File: src/rtl/ctd_pkg.sv
// Shared types and constants for the degree-input Taylor cosine pipeline.
// Used by every module under rtl/; has no dependencies of its own.
`timescale 1ns / 1ps
`default_nettype none

package ctd_pkg;

    localparam int ANGLE_W          = 16;   // signed whole degrees
    localparam int OUT_W            = 18;   // signed Q2.16 result
    localparam int OUT_TDATA_W      = 24;   // result padded to whole bytes
    localparam int SERIES_TERMS_DEF = 11;

    // angle folding
    localparam int DEG_W           = 9;     // folded angle 0..360
    localparam int QD_W            = 7;     // |angle| / 360 <= 91
    localparam int RECIP360_SHIFT  = 24;
    localparam logic [ANGLE_W-1:0] RECIP360  = 16'd46604;   // ceil(2^24 / 360)
    localparam logic [DEG_W-1:0]   FULL_TURN = 9'd360;

    // radians and square
    localparam int RAD_W = 27;
    localparam logic [RAD_W-1:0] RAD_PER_DEG = 27'd74961321;  // round(pi/180 * 2^32)
    localparam int XP_W  = 36;              // d * RAD_PER_DEG + rounding
    localparam int X_W   = 19;              // radians, Q3.16
    localparam int SQ_W  = 2 * X_W;
    localparam int Y_W   = 22;              // x^2, Q16

    // Horner datapath
    localparam int P_W    = 40;             // signed Q30 partial sum
    localparam int HALF_W = P_W / 2;        // operand split for the y * |p| product
    localparam int N_W    = Y_W + P_W;      // full product width
    localparam int T_W    = 48;             // scaled numerator, whole chunks
    localparam int CH_W   = 16;             // long-division chunk
    localparam logic [P_W-1:0] ONE_Q30 = P_W'(1) << 30;

    // output rounding: Q30 -> Q16
    localparam int RND_SHIFT = 14;
    localparam int RQ_W      = P_W - RND_SHIFT;
    localparam logic [P_W-1:0]  RND_HALF = P_W'(1) << (RND_SHIFT - 1);
    localparam logic [RQ_W-1:0] POS_LIMIT = RQ_W'(131071);
    localparam logic [RQ_W-1:0] NEG_LIMIT = RQ_W'(131072);
    localparam logic [OUT_W-1:0] OUT_MAX = 18'h1FFFF;
    localparam logic [OUT_W-1:0] OUT_MIN = 18'h20000;

    // one item traveling down the Horner chain
    typedef struct packed {
        logic                  valid;
        logic [Y_W-1:0]        y;
        logic signed [P_W-1:0] p;
    } hbus_t;

endpackage

`default_nettype wire

File: src/rtl/ctd_front.sv
// Front end: fold the degree angle into 0..360, convert to Q3.16 radians, square.
// Six register stages; depends on ctd_pkg.
`timescale 1ns / 1ps
`default_nettype none

module ctd_front import ctd_pkg::*; (
    input  wire logic               aclk,
    input  wire logic               aresetn,
    input  wire logic               en,
    input  wire logic               in_valid,
    input  wire logic [ANGLE_W-1:0] angle,
    output hbus_t                   out_bus
);

    // F1: magnitude and range flags
    logic               v1_reg;
    logic               neg1_reg;
    logic               big1_reg;
    logic [ANGLE_W-1:0] mag1_reg;
    logic [DEG_W-1:0]   low1_reg;

    always_ff @(posedge aclk) begin
        if (!aresetn) begin
            v1_reg <= 1'b0;
        end else if (en) begin
            v1_reg <= in_valid;
        end
        if (en) begin
            neg1_reg <= angle[ANGLE_W-1];
            big1_reg <= !angle[ANGLE_W-1] && (angle > ANGLE_W'(FULL_TURN));
            mag1_reg <= angle[ANGLE_W-1] ? (~angle + 1'b1) : angle;
            low1_reg <= angle[DEG_W-1:0];
        end
    end

    // F2: reciprocal product for |a| / 360
    logic                 v2_reg;
    logic                 neg2_reg;
    logic                 big2_reg;
    logic [ANGLE_W-1:0]   mag2_reg;
    logic [DEG_W-1:0]     low2_reg;
    logic [2*ANGLE_W-1:0] prod2_reg;

    always_ff @(posedge aclk) begin
        if (!aresetn) begin
            v2_reg <= 1'b0;
        end else if (en) begin
            v2_reg <= v1_reg;
        end
        if (en) begin
            neg2_reg  <= neg1_reg;
            big2_reg  <= big1_reg;
            mag2_reg  <= mag1_reg;
            low2_reg  <= low1_reg;
            prod2_reg <= (2 * ANGLE_W)'(mag1_reg) * (2 * ANGLE_W)'(RECIP360);
        end
    end

    // F3: remainder |a| mod 360
    logic               v3_reg;
    logic               neg3_reg;
    logic               big3_reg;
    logic [DEG_W-1:0]   low3_reg;
    logic [DEG_W-1:0]   r3_reg;
    logic [QD_W-1:0]    turns;
    logic [ANGLE_W-1:0] turns_deg;
    logic [ANGLE_W-1:0] r_full;

    assign turns     = prod2_reg[RECIP360_SHIFT +: QD_W];
    assign turns_deg = ANGLE_W'(turns) * ANGLE_W'(FULL_TURN);
    assign r_full    = mag2_reg - turns_deg;

    always_ff @(posedge aclk) begin
        if (!aresetn) begin
            v3_reg <= 1'b0;
        end else if (en) begin
            v3_reg <= v2_reg;
        end
        if (en) begin
            neg3_reg <= neg2_reg;
            big3_reg <= big2_reg;
            low3_reg <= low2_reg;
            r3_reg   <= r_full[DEG_W-1:0];
        end
    end

    // F4: folded angle; a negative multiple of 360 lands on 360, not 0
    logic             v4_reg;
    logic [DEG_W-1:0] d4_reg;
    logic [DEG_W-1:0] d4_next;

    always_comb begin
        priority if (neg3_reg) begin
            d4_next = FULL_TURN - r3_reg;
        end else if (big3_reg) begin
            d4_next = r3_reg;
        end else begin
            d4_next = low3_reg;
        end
    end

    always_ff @(posedge aclk) begin
        if (!aresetn) begin
            v4_reg <= 1'b0;
        end else if (en) begin
            v4_reg <= v3_reg;
        end
        if (en) begin
            d4_reg <= d4_next;
        end
    end

    // F5: radians, Q3.16, rounded
    logic            v5_reg;
    logic [X_W-1:0]  x5_reg;
    logic [XP_W-1:0] x_prod;

    assign x_prod = XP_W'(d4_reg) * XP_W'(RAD_PER_DEG) + XP_W'(32768);

    always_ff @(posedge aclk) begin
        if (!aresetn) begin
            v5_reg <= 1'b0;
        end else if (en) begin
            v5_reg <= v4_reg;
        end
        if (en) begin
            x5_reg <= x_prod[16 +: X_W];
        end
    end

    // F6: y = x^2 in Q16, rounded
    logic            v6_reg;
    logic [Y_W-1:0]  y6_reg;
    logic [SQ_W-1:0] x_sq;

    assign x_sq = SQ_W'(x5_reg) * SQ_W'(x5_reg) + SQ_W'(32768);

    always_ff @(posedge aclk) begin
        if (!aresetn) begin
            v6_reg <= 1'b0;
        end else if (en) begin
            v6_reg <= v5_reg;
        end
        if (en) begin
            y6_reg <= x_sq[16 +: Y_W];
        end
    end

    assign out_bus.valid = v6_reg;
    assign out_bus.y     = y6_reg;
    assign out_bus.p     = signed'(ONE_Q30);

    assert property (@(posedge aclk) disable iff (!aresetn)
        v3_reg |-> (r3_reg < FULL_TURN))
        else $error("ctd_front: mod 360 remainder out of range");

    assert property (@(posedge aclk) disable iff (!aresetn)
        v4_reg |-> (d4_reg <= FULL_TURN))
        else $error("ctd_front: folded angle above 360");

endmodule

`default_nettype wire

File: config.mk
export PLATFORM = sky130hd
export DESIGN_NAME = ctd_front
export DESIGN_NICKNAME = d
export VERILOG_FILES = /design/src/rtl/ctd_pkg.sv /design/src/rtl/ctd_front.sv
export SDC_FILE = /design/constraint.sdc
export NUM_CORES = 1
export LEC_CHECK = 0
export BUFFER_PORTS_ARGS = -buffer_cell sky130_fd_sc_hd__buf_2
export CORE_MARGIN = 10
export CORE_UTILIZATION = 55
export CTS_CLUSTER_SIZE = 28
export DETAILED_ROUTE_END_ITERATION = 8
export PLACE_DENSITY = 0.75
export REMOVE_ABC_BUFFERS = 1
export SLEW_MARGIN = 20
export SYNTH_ARGS = -nofsm -noshare
export SYNTH_HDL_FRONTEND = slang
export SYNTH_SLANG_ARGS = --single-unit
File: constraint.sdc
create_clock -name aclk -period 6.94 [get_ports aclk]
set_clock_uncertainty 0.15 [all_clocks]
set_input_delay 0.694 -clock aclk [delete_from_list [all_inputs] [get_ports aclk]]
set_output_delay 0.694 -clock aclk [all_outputs]
set_load 0.1 [all_outputs]
; Word-level counts from Yosys, hierarchy flattened
; Index checks and enable logic that the tools add are counted.
[totals]
in_bits = 20
reg_bits = 152
word_cells = 39
out_inout_bits = 63
[classes]
addsub = 5
n_mux = 3
reduce_logical = 2
n_bitwise = 1
magnitude_cmp = 1
multipliers = 4
[ops]
columns = cell, count
row1 = $add A38 B16 Y38 const B, 1
row2 = $mul A19 B19 Y38, 1
row3 = $add A35 B16 Y35 const B, 1
row4 = $mul A9 B27 Y35 const B, 1
row5 = $mul A16 B14 Y29 const B, 1
row6 = $mux W9, 2
row7 = $add A16 B1 Y16 const B, 1
row8 = $gt A16 B9 Y1 const B, 1
row9 = $not A16 Y16, 1
row10 = $mux W15, 1
row11 = $sub A9 B9 Y9, 1
row12 = $sub A9 B9 Y9 const A, 1
row13 = $mul A7 B6 Y6 const B, 1
row14 = $logic_and A1 B1 Y1, 1
row15 = $logic_not A1 Y1, 1

; Longest topological paths before layout
[logic_depth]
word_depth = 3
mapped_depth = 24

; Least setup slack after synthesis
; Ideal clock, no wire load.
[synth_path]
path_type = register -> register
start = register x5_reg[14]
end = register y6_reg[21], data pin
synth_period_minus_slack_ns = 6.454
stages_incl_launch_ff = 23
required_ns = 6.530
arrival_ns = 6.044
setup_time_ns = 0.260
slack_ns = 0.486
path_buffers = 2
path_cell_list = edfxtp_1 > clkbuf_1 > clkbuf_1 > nand2_1 > fa_1 > inv_1 > fa_1 > inv_1 > fa_1 > inv_1 > fa_1 > fa_1 > fa_1 > ha_1 > ha_1 > inv_1 > nor3_2 > and4_4 > a211oi_2 > o31ai_2 > nor4_2 > nor3_2 > xnor2_1
[synth_via]
elab_chain_len = 2
[synth_lines]
columns = element, line
row1 = "start, declared", ctd_front.sv:115  ; logic [X_W-1:0] x5_reg;
row2 = "start signal, assigned", ctd_front.sv:127  ; x5_reg <= x_prod[16 +: X_W];
row3 = $mul A19 B19 Y38, ctd_front.sv:136  ; assign x_sq = SQ_W'(x5_reg) * SQ_W'(x5_reg) + SQ_W'(32768);
row4 = $add A38 B16 Y38, ctd_front.sv:136
row5 = via x_sq[37], ctd_front.sv:134  ; logic [SQ_W-1:0] x_sq;
row6 = "end signal, assigned", ctd_front.sv:145  ; y6_reg <= x_sq[16 +: Y_W];
row7 = "end, declared", ctd_front.sv:133  ; logic [Y_W-1:0] y6_reg;
; The timed path passes the listed nets, and every way through them passes these cells.
; A chain may end at the register's enable or synchronous reset.

; Final worst setup path
[layout_path]
start = register x5_reg[10]
end = register y6_reg[15], data pin
; Same word-level chain as after synthesis.

==> results.toml <==
[logic_synthesis]
synthArstFlopShare_pct = 0
synth_seq_cells = 126
netlist.area_leader.share_pct = 33.1
syn-instance-count = 2102
count_of_synthesis_stage_warnings_from_yosys = 0
synth_area_leaders = "sky130_fd_sc_hd__fa_1, sky130_fd_sc_hd__ha_1, sky130_fd_sc_hd__edfxtp_1, sky130_fd_sc_hd__inv_1, sky130_fd_sc_hd__xnor2_1"
top_count_cell_post_synth = "sky130_fd_sc_hd__inv_1"
yosysUniqueCellTypes = 70
post_synth.cell_area_avg_um2 = 10.4
number_of_enable_type_register_cells_in_the_synthesized_netlist = 120
synth_commonest_cells = "sky130_fd_sc_hd__inv_1, sky130_fd_sc_hd__ha_1, sky130_fd_sc_hd__fa_1, sky130_fd_sc_hd__nand2_1, sky130_fd_sc_hd__edfxtp_1"
postSynth.topFlopCell = "sky130_fd_sc_hd__edfxtp_1"
synthDominantAreaCellType = "sky130_fd_sc_hd__fa_1"
syn-cell-area_um2 = 21900
seq_area_frac_synth_pct = 17.0

[worst_setup_path]
cp_common_cell = "sky130_fd_sc_hd__fa_1"
timing.setup.critical_path_class = "reg -> reg"
critical_path.startpoint_type = "flop"
setup.reg_to_reg.worst_slack_ns = 0.15
cpPeakStageDelay_ns = 0.53
critical_path.slowest_cell = "sky130_fd_sc_hd__edfxtp_1"
timing.critical_path.buf_inv = 5
worstPathCellList = "buf_4 -> and2_1 -> fa_1 -> fa_1 -> inv_1 -> fa_1 -> inv_1 -> fa_1 -> inv_1 -> fa_1 -> inv_1 -> fa_1 -> ha_1 -> ha_1 -> a21oi_1 -> nand2_1 -> o211a_2 -> nor4_2 -> o21ai_1 -> a211o_1 -> a21oi_1 -> xnor2_1"
critPathArrivalTime_ns = 6.81
cp.required_ns = 6.96
setup.worst_path.end_class = "flop"
crit_family = "adder cells"
crit_fanout = 8

[floorplan]
initial_utilization_pct = 55.4
die_w_um = 220
ios = 83
std_cell_rows = 73
floorplan.die.height_um = 220
floorplan.die_area_um2 = 48200
floorplan.core_area_um2 = 39500

[layout]
area_growth_syn_to_layout_pct = 7.50
largest_reg_flops = 22
final_standard_cell_area_without_fillers_um2 = 23500
layout.nets = 2944
fin_util_pct = 59.5
share_of_final_layout_standard_cells_stronger_than_drive_strength_1_pct = 7.64

[cts]
post_cts_hold_buffer_count = 0
clkLatencyLatePin_ns = 0.43
cts.reportedPaths.clkPinSlew_ns = 0.07
clock-sinks = 126
root_cell_of_the_clock_tree = "sky130_fd_sc_hd__clkbuf_16"
cts_max_level = 4
tritoncts_clock_tree = "done"
ctsLongestPathBuffers = 2
numCtsBuffers = 17

[global_route]
global_route.usage.total_pct = 19.0
grt_pass1_vias = 15400
grt_pass1_wl_um = 74100
antenna_found_initial = 1
grt_max_degree = 68
grt_overflow_total = 0

[drt]
drt-wirelength-per-cell_um = 16.2
antenna_left = 0
drtPass1Iterations = 5
drtIter0Drc = 857
drt_wl_total_um = 44000
avgViaCountPerCell = 5.23
route.detailed.drc = 0
detailroute.via_count = 14300

[timing]
clock.fmax_mhz = 147
post-route-min-period_ns = 6.79
fin_crit_sh_pct = 97.8
timing.final.setup_violations = 0
tightestPinTransition_ns = 0.866
timing_max_transition_violations_final = 0
timing_hold_violations_final = 0
timing.max_slew.rel_slack_pct = 42.3

[placed_design]
dpl-instance-area_um2 = 22700
finalWeightedCongestion = 0.922
port-buffer-count = 42
dpl_wire_length_um = 37900

[worst_hold_path]
worst_hold_path_type = "reg -> reg"

[job]
drv.max_cap_violation_count = 0

[run_status]
outcome = "finished clean"
[layout make-up]
class | instances | area, um2
Antenna cell | 1 | 2.50
Clock buffer | 17 | 425
Clock inverter | 15 | 184
Fill cell | 3171 | 16000
Inverter | 542 | 2030
Multi-Input combinational cell | 1398 | 15900
Sequential cell | 126 | 3720
Tap cell | 525 | 657
Timing Repair Buffer | 101 | 656
[repair_timing]
action | 4_1_cts | 5_1_grt
setup endpoints to repair | 0 | 13
setup buffers | 0 | 25
resized for setup | 0 | 11
[cells in the final DEF (no fill, tap or decap), types with 6 or more instances in the layout]
| cell type | Yosys | final |
|---|---|---|
| sky130_fd_sc_hd__inv_1 | 542 | 540 |
| sky130_fd_sc_hd__ha_1 | 376 | 375 |
| sky130_fd_sc_hd__fa_1 | 362 | 362 |
| sky130_fd_sc_hd__nand2_1 | 141 | 141 |
| sky130_fd_sc_hd__edfxtp_1 | 120 | 120 |
| sky130_fd_sc_hd__nor2_1 | 65 | 64 |
| sky130_fd_sc_hd__xnor2_1 | 64 | 64 |
| sky130_fd_sc_hd__buf_4 | 41 | 60 |
| sky130_fd_sc_hd__a21oi_1 | 55 | 54 |
| sky130_fd_sc_hd__and2_1 | 47 | 47 |
| sky130_fd_sc_hd__buf_2 | 1 | 41 |
| sky130_fd_sc_hd__conb_1 | 2 | 40 |
| sky130_fd_sc_hd__a21o_1 | 25 | 25 |
| sky130_fd_sc_hd__o21ai_0 | 27 | 25 |
| sky130_fd_sc_hd__xor2_1 | 22 | 22 |
| sky130_fd_sc_hd__clkbuf_16 | 0 | 17 |
| sky130_fd_sc_hd__nor2b_1 | 16 | 16 |
| sky130_fd_sc_hd__nand3_1 | 16 | 16 |
| sky130_fd_sc_hd__nor3_1 | 14 | 14 |
| sky130_fd_sc_hd__nand4_1 | 13 | 13 |
| sky130_fd_sc_hd__inv_8 | 0 | 10 |
| sky130_fd_sc_hd__mux2i_1 | 9 | 9 |
| sky130_fd_sc_hd__a31oi_1 | 8 | 8 |
| sky130_fd_sc_hd__nand2b_1 | 6 | 6 |
| sky130_fd_sc_hd__o21ai_1 | 4 | 6 |
| sky130_fd_sc_hd__o21a_1 | 6 | 6 |
| sky130_fd_sc_hd__dfxtp_1 | 6 | 6 |
[path summary, 6_finish.rpt]
path / from / cells after the start / end
worst max-delay path: x5_reg[10] / 22 / y6_reg[15]
worst min-delay path: low2_reg[8] / 0 / low3_reg[8]
worst max register to register: x5_reg[10] / 22 / y6_reg[15]
worst min register to register: low2_reg[8] / 0 / low3_reg[8]
[through the flow]
step	TNS, ns	std cells	setup WS, ns	hold slack, ns
floorplan	0	2066	0.572	0.250
global placement	0	2667	0.240	0.251
detailed placement	0	2667	0.0620	0.255
CTS	0	2699	0.0316	0.266
global route	-0.0461	2725	-0.0400	0.272
finish	0	2725	0.151	0.265
[logic make-up (layout without fill, tap and decap cells)]
| group | Yosys count | after routing | share of synthesized area [%] |
|---|---|---|---|
| fa+ha+maj | 738 | 738 | 54.6 |
| other cells | 2 | 41 | 0.0343 |
| compound gates | 178 | 178 | 5.52 |
| xor+xnor | 86 | 86 | 3.44 |
| flops | 126 | 126 | 17.0 |
| mux | 10 | 10 | 0.463 |
| buf+inv | 616 | 675 | 11.3 |
| simple gates | 346 | 346 | 7.60 |
[layer usage]
| metal | track usage [%] | vias to the layer above | routed length [um] |
|---|---|---|---|
| met3 | 3.10 | 54 | 2010 |
| met4 | 4.83 | 0 | 731 |
| met5 | 0 | - | 0 |
| met1 | 23.5 | 7186 | 18100 |
| met2 | 33.7 | 315 | 23200 |
| li1 | - | 6702 | - |
Power is left out: the tool's default activity adds up to more than one toggle a clock period on the data nets, which glitch-free logic cannot reach.
