**config.mk**
```make
export PLATFORM = sky130hd
export DESIGN_NAME = ctd_term
export DESIGN_NICKNAME = d
export VERILOG_FILES = /design/src/rtl/ctd_pkg.sv /design/src/rtl/ctd_cdiv.sv /design/src/rtl/ctd_term.sv
export SDC_FILE = /design/constraint.sdc
export NUM_CORES = 2
export LEC_CHECK = 0
export ABC_CLOCK_PERIOD_IN_PS = 10000
export BUFFER_PORTS_ARGS = -buffer_cell sky130_fd_sc_hd__buf_2
export CELL_PAD_IN_SITES_DETAIL_PLACEMENT = 0
export CELL_PAD_IN_SITES_GLOBAL_PLACEMENT = 2
export CORE_UTILIZATION = 45
export DETAILED_ROUTE_END_ITERATION = 8
export GPL_ROUTABILITY_DRIVEN = 0
export PLACE_DENSITY_LB_ADDON = 0.1
export RECOVER_POWER = 25
export SLEW_MARGIN = 20
export SYNTH_ARGS = -nofsm -noshare
export SYNTH_HDL_FRONTEND = slang
export SYNTH_HIERARCHICAL = 1
export SYNTH_SLANG_ARGS = --single-unit
export TNS_END_PERCENT = 50
```
**constraint.sdc**
```tcl
create_clock -name aclk -period 10 [get_ports aclk]
set_input_delay 1.5 -clock aclk [delete_from_list [all_inputs] [get_ports aclk]]
set_output_delay 1.5 -clock aclk [all_outputs]
set_load 0.05 [all_outputs]
```
**src/rtl/ctd_pkg.sv**
```systemverilog
// Shared types and constants for the degree-input Taylor cosine pipeline.
// Used by every module under rtl/; has no dependencies of its own.
`timescale 1ns / 1ps
`default_nettype none

package ctd_pkg;

    localparam int ANGLE_W          = 16;   // signed whole degrees
    localparam int OUT_W            = 18;   // signed Q2.16 result
    localparam int OUT_TDATA_W      = 24;   // result padded to whole bytes
    localparam int SERIES_TERMS_DEF = 11;

    // angle folding
    localparam int DEG_W           = 9;     // folded angle 0..360
    localparam int QD_W            = 7;     // |angle| / 360 <= 91
    localparam int RECIP360_SHIFT  = 24;
    localparam logic [ANGLE_W-1:0] RECIP360  = 16'd46604;   // ceil(2^24 / 360)
    localparam logic [DEG_W-1:0]   FULL_TURN = 9'd360;

    // radians and square
    localparam int RAD_W = 27;
    localparam logic [RAD_W-1:0] RAD_PER_DEG = 27'd74961321;  // round(pi/180 * 2^32)
    localparam int XP_W  = 36;              // d * RAD_PER_DEG + rounding
    localparam int X_W   = 19;              // radians, Q3.16
    localparam int SQ_W  = 2 * X_W;
    localparam int Y_W   = 22;              // x^2, Q16

    // Horner datapath
    localparam int P_W    = 40;             // signed Q30 partial sum
    localparam int HALF_W = P_W / 2;        // operand split for the y * |p| product
    localparam int N_W    = Y_W + P_W;      // full product width
    localparam int T_W    = 48;             // scaled numerator, whole chunks
    localparam int CH_W   = 16;             // long-division chunk
    localparam logic [P_W-1:0] ONE_Q30 = P_W'(1) << 30;

    // output rounding: Q30 -> Q16
    localparam int RND_SHIFT = 14;
    localparam int RQ_W      = P_W - RND_SHIFT;
    localparam logic [P_W-1:0]  RND_HALF = P_W'(1) << (RND_SHIFT - 1);
    localparam logic [RQ_W-1:0] POS_LIMIT = RQ_W'(131071);
    localparam logic [RQ_W-1:0] NEG_LIMIT = RQ_W'(131072);
    localparam logic [OUT_W-1:0] OUT_MAX = 18'h1FFFF;
    localparam logic [OUT_W-1:0] OUT_MIN = 18'h20000;

    // one item traveling down the Horner chain
    typedef struct packed {
        logic                  valid;
        logic [Y_W-1:0]        y;
        logic signed [P_W-1:0] p;
    } hbus_t;

endpackage

`default_nettype wire

```
**src/rtl/ctd_cdiv.sv**
```systemverilog
// Pipelined exact division of an unsigned word by a constant, 16 bits a step.
// Each step is a reciprocal multiply then a remainder fix; depends on ctd_pkg.
`timescale 1ns / 1ps
`default_nettype none

module ctd_cdiv import ctd_pkg::*; #(
    parameter int DIVISOR = 2,
    parameter int SIDE_W  = 1
) (
    input  wire logic              aclk,
    input  wire logic              aresetn,
    input  wire logic              en,
    input  wire logic              in_valid,
    input  wire logic [T_W-1:0]    in_t,
    input  wire logic [SIDE_W-1:0] in_side,
    output logic                   out_valid,
    output logic [T_W-1:0]         out_q,
    output logic [SIDE_W-1:0]      out_side
);

    localparam int NCH     = T_W / CH_W;
    localparam int R_W     = $clog2(DIVISOR);
    localparam int NUM_W   = R_W + CH_W;
    localparam int S_W     = CH_W + 2 * R_W;   // num * error < 2^S_W keeps it exact
    localparam int PROD_W  = NUM_W + S_W;
    localparam logic [63:0] MUL_FULL =
        ((64'd1 << S_W) + 64'(DIVISOR) - 64'd1) / 64'(DIVISOR);
    localparam logic [S_W-1:0] MUL = MUL_FULL[S_W-1:0];

    // stage a: reciprocal product
    logic              va_reg    [NCH];
    logic [NUM_W-1:0]  numa_reg  [NCH];
    logic [PROD_W-1:0] proda_reg [NCH];
    logic [T_W-1:0]    ta_reg    [NCH];
    logic [T_W-1:0]    qa_reg    [NCH];
    logic [SIDE_W-1:0] sidea_reg [NCH];
    // stage b: quotient digit and remainder
    logic              vb_reg    [NCH];
    logic [R_W-1:0]    remb_reg  [NCH];
    logic [T_W-1:0]    tb_reg    [NCH];
    logic [T_W-1:0]    qb_reg    [NCH];
    logic [SIDE_W-1:0] sideb_reg [NCH];

    for (genvar j = 0; j < NCH; j++) begin : g_chunk
        logic              src_v;
        logic [R_W-1:0]    src_rem;
        logic [T_W-1:0]    src_t;
        logic [T_W-1:0]    src_q;
        logic [SIDE_W-1:0] src_side;
        logic [NUM_W-1:0]  num;
        logic [CH_W-1:0]   qi;
        logic [NUM_W-1:0]  qc;
        logic [NUM_W-1:0]  rem_full;

        if (j == 0) begin : g_first
            assign src_v    = in_valid;
            assign src_rem  = '0;
            assign src_t    = in_t;
            assign src_q    = '0;
            assign src_side = in_side;
        end else begin : g_next
            assign src_v    = vb_reg[j-1];
            assign src_rem  = remb_reg[j-1];
            assign src_t    = tb_reg[j-1];
            assign src_q    = qb_reg[j-1];
            assign src_side = sideb_reg[j-1];
        end

        // most significant chunk first
        assign num = {src_rem, src_t[T_W-1-j*CH_W -: CH_W]};

        always_ff @(posedge aclk) begin
            if (!aresetn) begin
                va_reg[j] <= 1'b0;
            end else if (en) begin
                va_reg[j] <= src_v;
            end
            if (en) begin
                numa_reg[j]  <= num;
                proda_reg[j] <= PROD_W'(num) * PROD_W'(MUL);
                ta_reg[j]    <= src_t;
                qa_reg[j]    <= src_q;
                sidea_reg[j] <= src_side;
            end
        end

        assign qi       = proda_reg[j][S_W +: CH_W];
        assign qc       = NUM_W'(qi) * NUM_W'(DIVISOR);
        assign rem_full = numa_reg[j] - qc;

        always_ff @(posedge aclk) begin
            if (!aresetn) begin
                vb_reg[j] <= 1'b0;
            end else if (en) begin
                vb_reg[j] <= va_reg[j];
            end
            if (en) begin
                remb_reg[j]  <= rem_full[R_W-1:0];
                tb_reg[j]    <= ta_reg[j];
                qb_reg[j]    <= {qa_reg[j][T_W-CH_W-1:0], qi};
                sideb_reg[j] <= sidea_reg[j];
            end
        end

        // the reciprocal must give the exact digit, so the remainder stays below the divisor
        assert property (@(posedge aclk) disable iff (!aresetn)
            vb_reg[j] |-> ({1'b0, remb_reg[j]} < (R_W + 1)'(DIVISOR)))
            else $error("ctd_cdiv: remainder not below divisor");
    end

    assign out_valid = vb_reg[NCH-1];
    assign out_q     = qb_reg[NCH-1];
    assign out_side  = sideb_reg[NCH-1];

endmodule

`default_nettype wire

```
**src/rtl/ctd_term.sv**
```systemverilog
// One Horner step: p <- 1 - round(y * p / ((2K-1) * 2K * 2^16)), in Q30.
// Depends on ctd_pkg and ctd_cdiv.
`timescale 1ns / 1ps
`default_nettype none

module ctd_term import ctd_pkg::*; #(
    parameter int K = 1
) (
    input  wire logic  aclk,
    input  wire logic  aresetn,
    input  wire logic  en,
    input  wire hbus_t in_bus,
    output hbus_t      out_bus
);

    localparam int DIV    = (2 * K - 1) * (2 * K);
    localparam int SIDE_W = Y_W + 1;
    localparam logic [T_W-1:0] HALF_DIV = T_W'(DIV / 2);

    // stage 1: sign and magnitude of p
    logic           v1_reg;
    logic           neg1_reg;
    logic [P_W-1:0] mag1_reg;
    logic [Y_W-1:0] y1_reg;
    logic [P_W-1:0] p_bits;
    logic [P_W-1:0] mag1_next;

    assign p_bits    = in_bus.p;
    assign mag1_next = p_bits[P_W-1] ? (~p_bits + 1'b1) : p_bits;

    always_ff @(posedge aclk) begin
        if (!aresetn) begin
            v1_reg <= 1'b0;
        end else if (en) begin
            v1_reg <= in_bus.valid;
        end
        if (en) begin
            neg1_reg <= p_bits[P_W-1];
            mag1_reg <= mag1_next;
            y1_reg   <= in_bus.y;
        end
    end

    // stage 2: y * |p| as two partial products
    logic                  v2_reg;
    logic                  neg2_reg;
    logic [Y_W-1:0]        y2_reg;
    logic [Y_W+HALF_W-1:0] plo2_reg;
    logic [Y_W+HALF_W-1:0] phi2_reg;

    always_ff @(posedge aclk) begin
        if (!aresetn) begin
            v2_reg <= 1'b0;
        end else if (en) begin
            v2_reg <= v1_reg;
        end
        if (en) begin
            neg2_reg <= neg1_reg;
            y2_reg   <= y1_reg;
            plo2_reg <= (Y_W + HALF_W)'(y1_reg) * (Y_W + HALF_W)'(mag1_reg[HALF_W-1:0]);
            phi2_reg <= (Y_W + HALF_W)'(y1_reg) * (Y_W + HALF_W)'(mag1_reg[P_W-1:HALF_W]);
        end
    end

    // stage 3: combine, drop 16 bits, add half the divisor for round-to-nearest
    logic           v3_reg;
    logic           neg3_reg;
    logic [Y_W-1:0] y3_reg;
    logic [T_W-1:0] t3_reg;
    logic [N_W-1:0] prod_sum;

    assign prod_sum = {phi2_reg, {HALF_W{1'b0}}} + N_W'(plo2_reg);

    always_ff @(posedge aclk) begin
        if (!aresetn) begin
            v3_reg <= 1'b0;
        end else if (en) begin
            v3_reg <= v2_reg;
        end
        if (en) begin
            neg3_reg <= neg2_reg;
            y3_reg   <= y2_reg;
            t3_reg   <= T_W'(prod_sum[N_W-1:16]) + HALF_DIV;
        end
    end

    logic              vd;
    logic [T_W-1:0]    qd;
    logic [SIDE_W-1:0] sided;

    ctd_cdiv #(
        .DIVISOR (DIV),
        .SIDE_W  (SIDE_W)
    ) u_cdiv (
        .aclk      (aclk),
        .aresetn   (aresetn),
        .en        (en),
        .in_valid  (v3_reg),
        .in_t      (t3_reg),
        .in_side   ({y3_reg, neg3_reg}),
        .out_valid (vd),
        .out_q     (qd),
        .out_side  (sided)
    );

    // last stage: p = 1 - signed quotient
    logic           v4_reg;
    logic [Y_W-1:0] y4_reg;
    logic [P_W-1:0] p4_reg;
    logic [P_W-1:0] q_low;

    assign q_low = qd[P_W-1:0];

    always_ff @(posedge aclk) begin
        if (!aresetn) begin
            v4_reg <= 1'b0;
        end else if (en) begin
            v4_reg <= vd;
        end
        if (en) begin
            y4_reg <= sided[SIDE_W-1:1];
            p4_reg <= sided[0] ? (ONE_Q30 + q_low) : (ONE_Q30 - q_low);
        end
    end

    assign out_bus.valid = v4_reg;
    assign out_bus.y     = y4_reg;
    assign out_bus.p     = signed'(p4_reg);

endmodule

`default_nettype wire

```
# [Word-level counts from Yosys, hierarchy flattened]
# Memory sizes are Yosys's and may differ from the RTL's. A register that Yosys moved wholly into a read port is not among the register bits.
# Index checks and enable logic that the tools add are counted.
[op_classes] addsub=8 bitwise=7 reduce_logical=1 muxes=13 n_mul=2
[ops] cell="22-bit by 20-bit multiplier with 42-bit output" n=2
[ops] cell="62-bit by 42-bit adder with 62-bit output" n=1
[ops] cell="46-bit by 1-bit adder with 47-bit output, second input constant" n=1
[ops] cell="31-bit by 40-bit adder with 40-bit output, first input constant" n=1
[ops] cell="40-bit by 1-bit adder with 40-bit output, second input constant" n=1
[ops] cell="40-bit 2-to-1 mux" n=1
[ops] cell="40-bit inverter" n=1
[ops] cell="31-bit by 40-bit subtractor with 40-bit output, first input constant" n=1
[ops] cell="39-bit 2-to-1 mux" n=1
[ops] cell="1-bit 2-to-1 mux" n=11
[ops] cell="1-bit OR" n=6
[ops] cell="1-bit subtractor, second input constant" n=3
[ops] cell="1-bit zero test" n=1
[word_totals] ramBits=825 ff_bits=306 n_memories=11 out_inout_bits=63
[memory_table] memory="u_cdiv.qa_reg" depth=3 word_bits=48 read_ports=3 rd_clocked_by_memory_dff=0 write_ports=3 line="ctd_cdiv.sv:35" source="logic [T_W-1:0] qa_reg [NCH];"
[memory_table] memory="u_cdiv.qb_reg" depth=3 word_bits=48 read_ports=3 rd_clocked_by_memory_dff=0 write_ports=3 line="ctd_cdiv.sv:41" source="logic [T_W-1:0] qb_reg [NCH];"
[memory_table] memory="u_cdiv.ta_reg" depth=3 word_bits=48 read_ports=3 rd_clocked_by_memory_dff=0 write_ports=3 line="ctd_cdiv.sv:34" source="logic [T_W-1:0] ta_reg [NCH];"
[memory_table] memory="u_cdiv.tb_reg" depth=3 word_bits=48 read_ports=2 rd_clocked_by_memory_dff=0 write_ports=3 line="ctd_cdiv.sv:40" source="logic [T_W-1:0] tb_reg [NCH];"
[memory_table] memory="u_cdiv.sidea_reg" depth=3 word_bits=23 read_ports=3 rd_clocked_by_memory_dff=0 write_ports=3 line="ctd_cdiv.sv:36" source="logic [SIDE_W-1:0] sidea_reg [NCH];"
[memory_table] memory="u_cdiv.sideb_reg" depth=3 word_bits=23 read_ports=3 rd_clocked_by_memory_dff=0 write_ports=3 line="ctd_cdiv.sv:42" source="logic [SIDE_W-1:0] sideb_reg [NCH];"
[memory_table] memory="5 more memories"

# [Longest topological paths before layout]
[depth] word_depth=4 ltp_mapped=27 mapped_depth_nobuf=26

# [Modules after synthesis]
# Netlist, hierarchy kept.
[modules_own_cells] module="ctd_term" area_each_um2=42117.9 instances=1 cells_each=4280
[modules_own_cells] module="ctd_cdiv" area_each_um2=12852.3 instances=1 cells_each=437

# [Worst setup path after synthesis]
# OpenSTA, ideal clock, no wires.
[synth_path] path_type="reg-to-reg" from="register y1_reg[10]" to="register phi2_reg[38], data pin" arrival_ns=6.635 setup_ns=0.270 synth_period_minus_slack_ns=6.905 path_stages_with_launch=24 slack_ns=3.095 path_cell_list="edfxtp_1 -> clkbuf_1 -> and2_1 -> fa_1 -> inv_1 -> fa_1 -> fa_1 -> fa_1 -> inv_1 -> fa_1 -> fa_1 -> inv_1 -> fa_1 -> inv_1 -> ha_1 -> clkbuf_1 -> a222oi_1 -> o211a_1 -> o21ai_0 -> a41oi_1 -> nor4b_1 -> or3_1 -> nand4_1 -> or3b_2"
[synth_via] elab_chain_cells=1
[synth_rtl] element="from (decl)" line="ctd_term.sv:24" source="logic [Y_W-1:0] y1_reg;"
[synth_rtl] element="from (signal assigned)" line="ctd_term.sv:40" source="y1_reg <= in_bus.y;"
[synth_rtl] element="22-bit by 20-bit multiplier with 42-bit output" line="ctd_term.sv:61" source="phi2_reg <= (Y_W + HALF_W)'(y1_reg) * (Y_W + HALF_W)'(mag1_reg[P_W-1:HALF_W]);"
[synth_rtl] element="to (signal assigned)" line="ctd_term.sv:61"
[synth_rtl] element="to (decl)" line="ctd_term.sv:49" source="logic [Y_W+HALF_W-1:0] phi2_reg;"
# No other way between the ends.
# A chain may end at the register's enable or synchronous reset.

# [Final worst setup path]
[layout_path] from="register y1_reg[8]" to="register phi2_reg[34], data pin"
# The elaborated chain is that of the path after synthesis.

==> impl_metrics.py <==
metrics = {
    "final_layout": {
        "n_antenna_cell": 0,
        "multiInputGateArea_um2": 28600,
        "final.fill_count": 10500,
        "area_delta_synth_final_pct": 9.05,
        "largest_register_ffs": 80,
        "final_cell_mix": "inv_1, fa_1, edfxtp_1",
        "drive_gt1_frac": 0.0746,
        "final_nets": 5686,
        "seq_area_um2": 19800,
        "layout_commonest_cell": "inv_1",
    },
    "timing": {
        "finalSetupViolCount": 0,
        "postLayoutSetupSlackWorst_ns": 1.99,
        "period_minus_slack_ns": 8.01,
        "timing_hold_violations_final": 0,
        "slew_violations": 0,
        "setup_tns_ns": 0,
        "max_slew_margin": 0.282,
        "fin_crit_sh": 0.801,
        "rsz0062_at_grt": "no",
        "worst_pin_slew_ns": 1.08,
        "clock_skew_ns": 0.0416,
        "clock.fmax_mhz": 125,
    },
    "cts": {
        "root_buffer": "clkbuf_16",
        "cts_setup_buffers": 0,
        "cts_max_level": 3,
        "cts_sinks": 662,
        "cts_buffer_depth": 3,
        "post_cts_resized": 0,
        "cts_inserted_buffers": 71,
        "cts_tree": "done",
        "clk_pin_slew_ns": 0.08,
        "clk-insertion-delay-late_ns": 0.66,
        "cts.hold.buffers_added": 0,
    },
    "critical_path": {
        "cp_max_fo": 21,
        "r2r_cells": 22,
        "start_kind": "register",
        "crit_required_ns": 10.39,
        "cp.arrival_ns": 8.39,
        "crit_path_end_kind": "register",
        "crit_type": "reg2reg",
    },
    "global_routing": {
        "antenna_found_initial": 3,
        "grt_pass1_vias": 33500,
        "grt_pass1_wl_um": 194000,
        "globalRouteOverflowTotal": 0,
        "grt_max_degree": 133,
        "grtUsageTotal": 0.216,
    },
    "route": {
        "drt_iter0_drc": 1649,
        "dr.pass1.iters": 6,
        "wl_per_cell_um": 19.7,
        "ant_nets": 0,
        "dr.max_layer_used": "met4",
        "wl_met1_um": 57400,
        "drt-total-wl_um": 122000,
        "drc": 0,
        "met2_length_um": 56800,
        "dr_wl_met3_um": 5500,
        "viasPerCell": 5.05,
        "vias": 31200,
    },
    "synthesis": {
        "synth_area_per_cell_um2": 11.5,
        "synth_fp_nets": 5608,
        "yosysWarnings": 6,
        "synth_cells": 4530,
        "syn_area_um2": 52300,
    },
    "placement": {
        "preCtsSetupSlack_ns": 1.98,
        "portBuffers": 128,
        "hpwl_um": 91800,
    },
    "floorplan": {
        "die-width_um": 343,
        "die_area_um2": 118000,
        "initial_core_util": 0.456,
        "die_h_um": 343,
        "core_area_um2": 115000,
        "num_rows": 124,
        "ioPinCount": 129,
    },
    "outcome": {
        "outcome": "complete, no violations",
    },
    "worst_hold_path": {
        "min_path_type": "reg2reg",
        "whs_path_depth": 0,
    },
    "flow_run": {
        "maxCapViolations": 0,
    },
}
critical path, stage by stage (launching register included):
cell      delay [ns]
edfxtp_1        1.06
buf_4           0.43
and2_1          0.20
fa_1            0.41
inv_1           0.08
fa_1            0.44
fa_1            0.51
inv_1           0.05
fa_1            0.55
fa_1            0.43
fa_1            0.49
inv_1           0.05
fa_1            0.51
inv_1           0.05
ha_1            0.35
a222oi_1        0.36
o211a_1         0.19
o21ai_0         0.18
a41oi_1         0.41
nor4b_1         0.15
o31a_1          0.33
o2111a_1        0.23
a211o_1         0.27
path summary, 6_finish.rpt:
path / from / to / slack, ns
setup reg to reg: y1_reg[8] / phi2_reg[34] / 1.99
setup / recovery: y1_reg[8] / phi2_reg[34] / 1.99
hold reg to reg: u_cdiv/ta_reg[0][50] / u_cdiv/tb_reg[0][50] / 0.40
hold / removal: u_cdiv/ta_reg[0][50] / u_cdiv/tb_reg[0][50] / 0.40
area by class of cell:
cell class                      instances  share of cell area
Timing Repair Buffer                  211              0.0230
Clock inverter                         43             0.00844
Tap cell                             1512              0.0332
Sequential cell                       662               0.347
Multi-Input combinational cell       2848               0.502
Clock buffer                           85              0.0324
Inverter                              814              0.0536
layer usage:
layer  vias to the layer above  global-route usage
met2                       613               0.350
met3                       112              0.0290
met4                         0              0.0483
met1                     15900               0.309
li1                      14600                   -
met5                         -                   0
stage by stage:
stage	area (µm²)	hold WS, ns	utilization	std cells
final	57000	0.397	0.497	6175
after detailed placement	54700	0.405	0.477	6047
after floorplan	52300	0.400	-	4530
after global placement	54700	0.400	0.477	6047
after CTS	57000	0.394	0.497	6175
after global routing	57000	0.404	0.497	6175
Power is left out: the tool's default activity adds up to more than one toggle a clock period on the data nets, which glitch-free logic cannot reach.
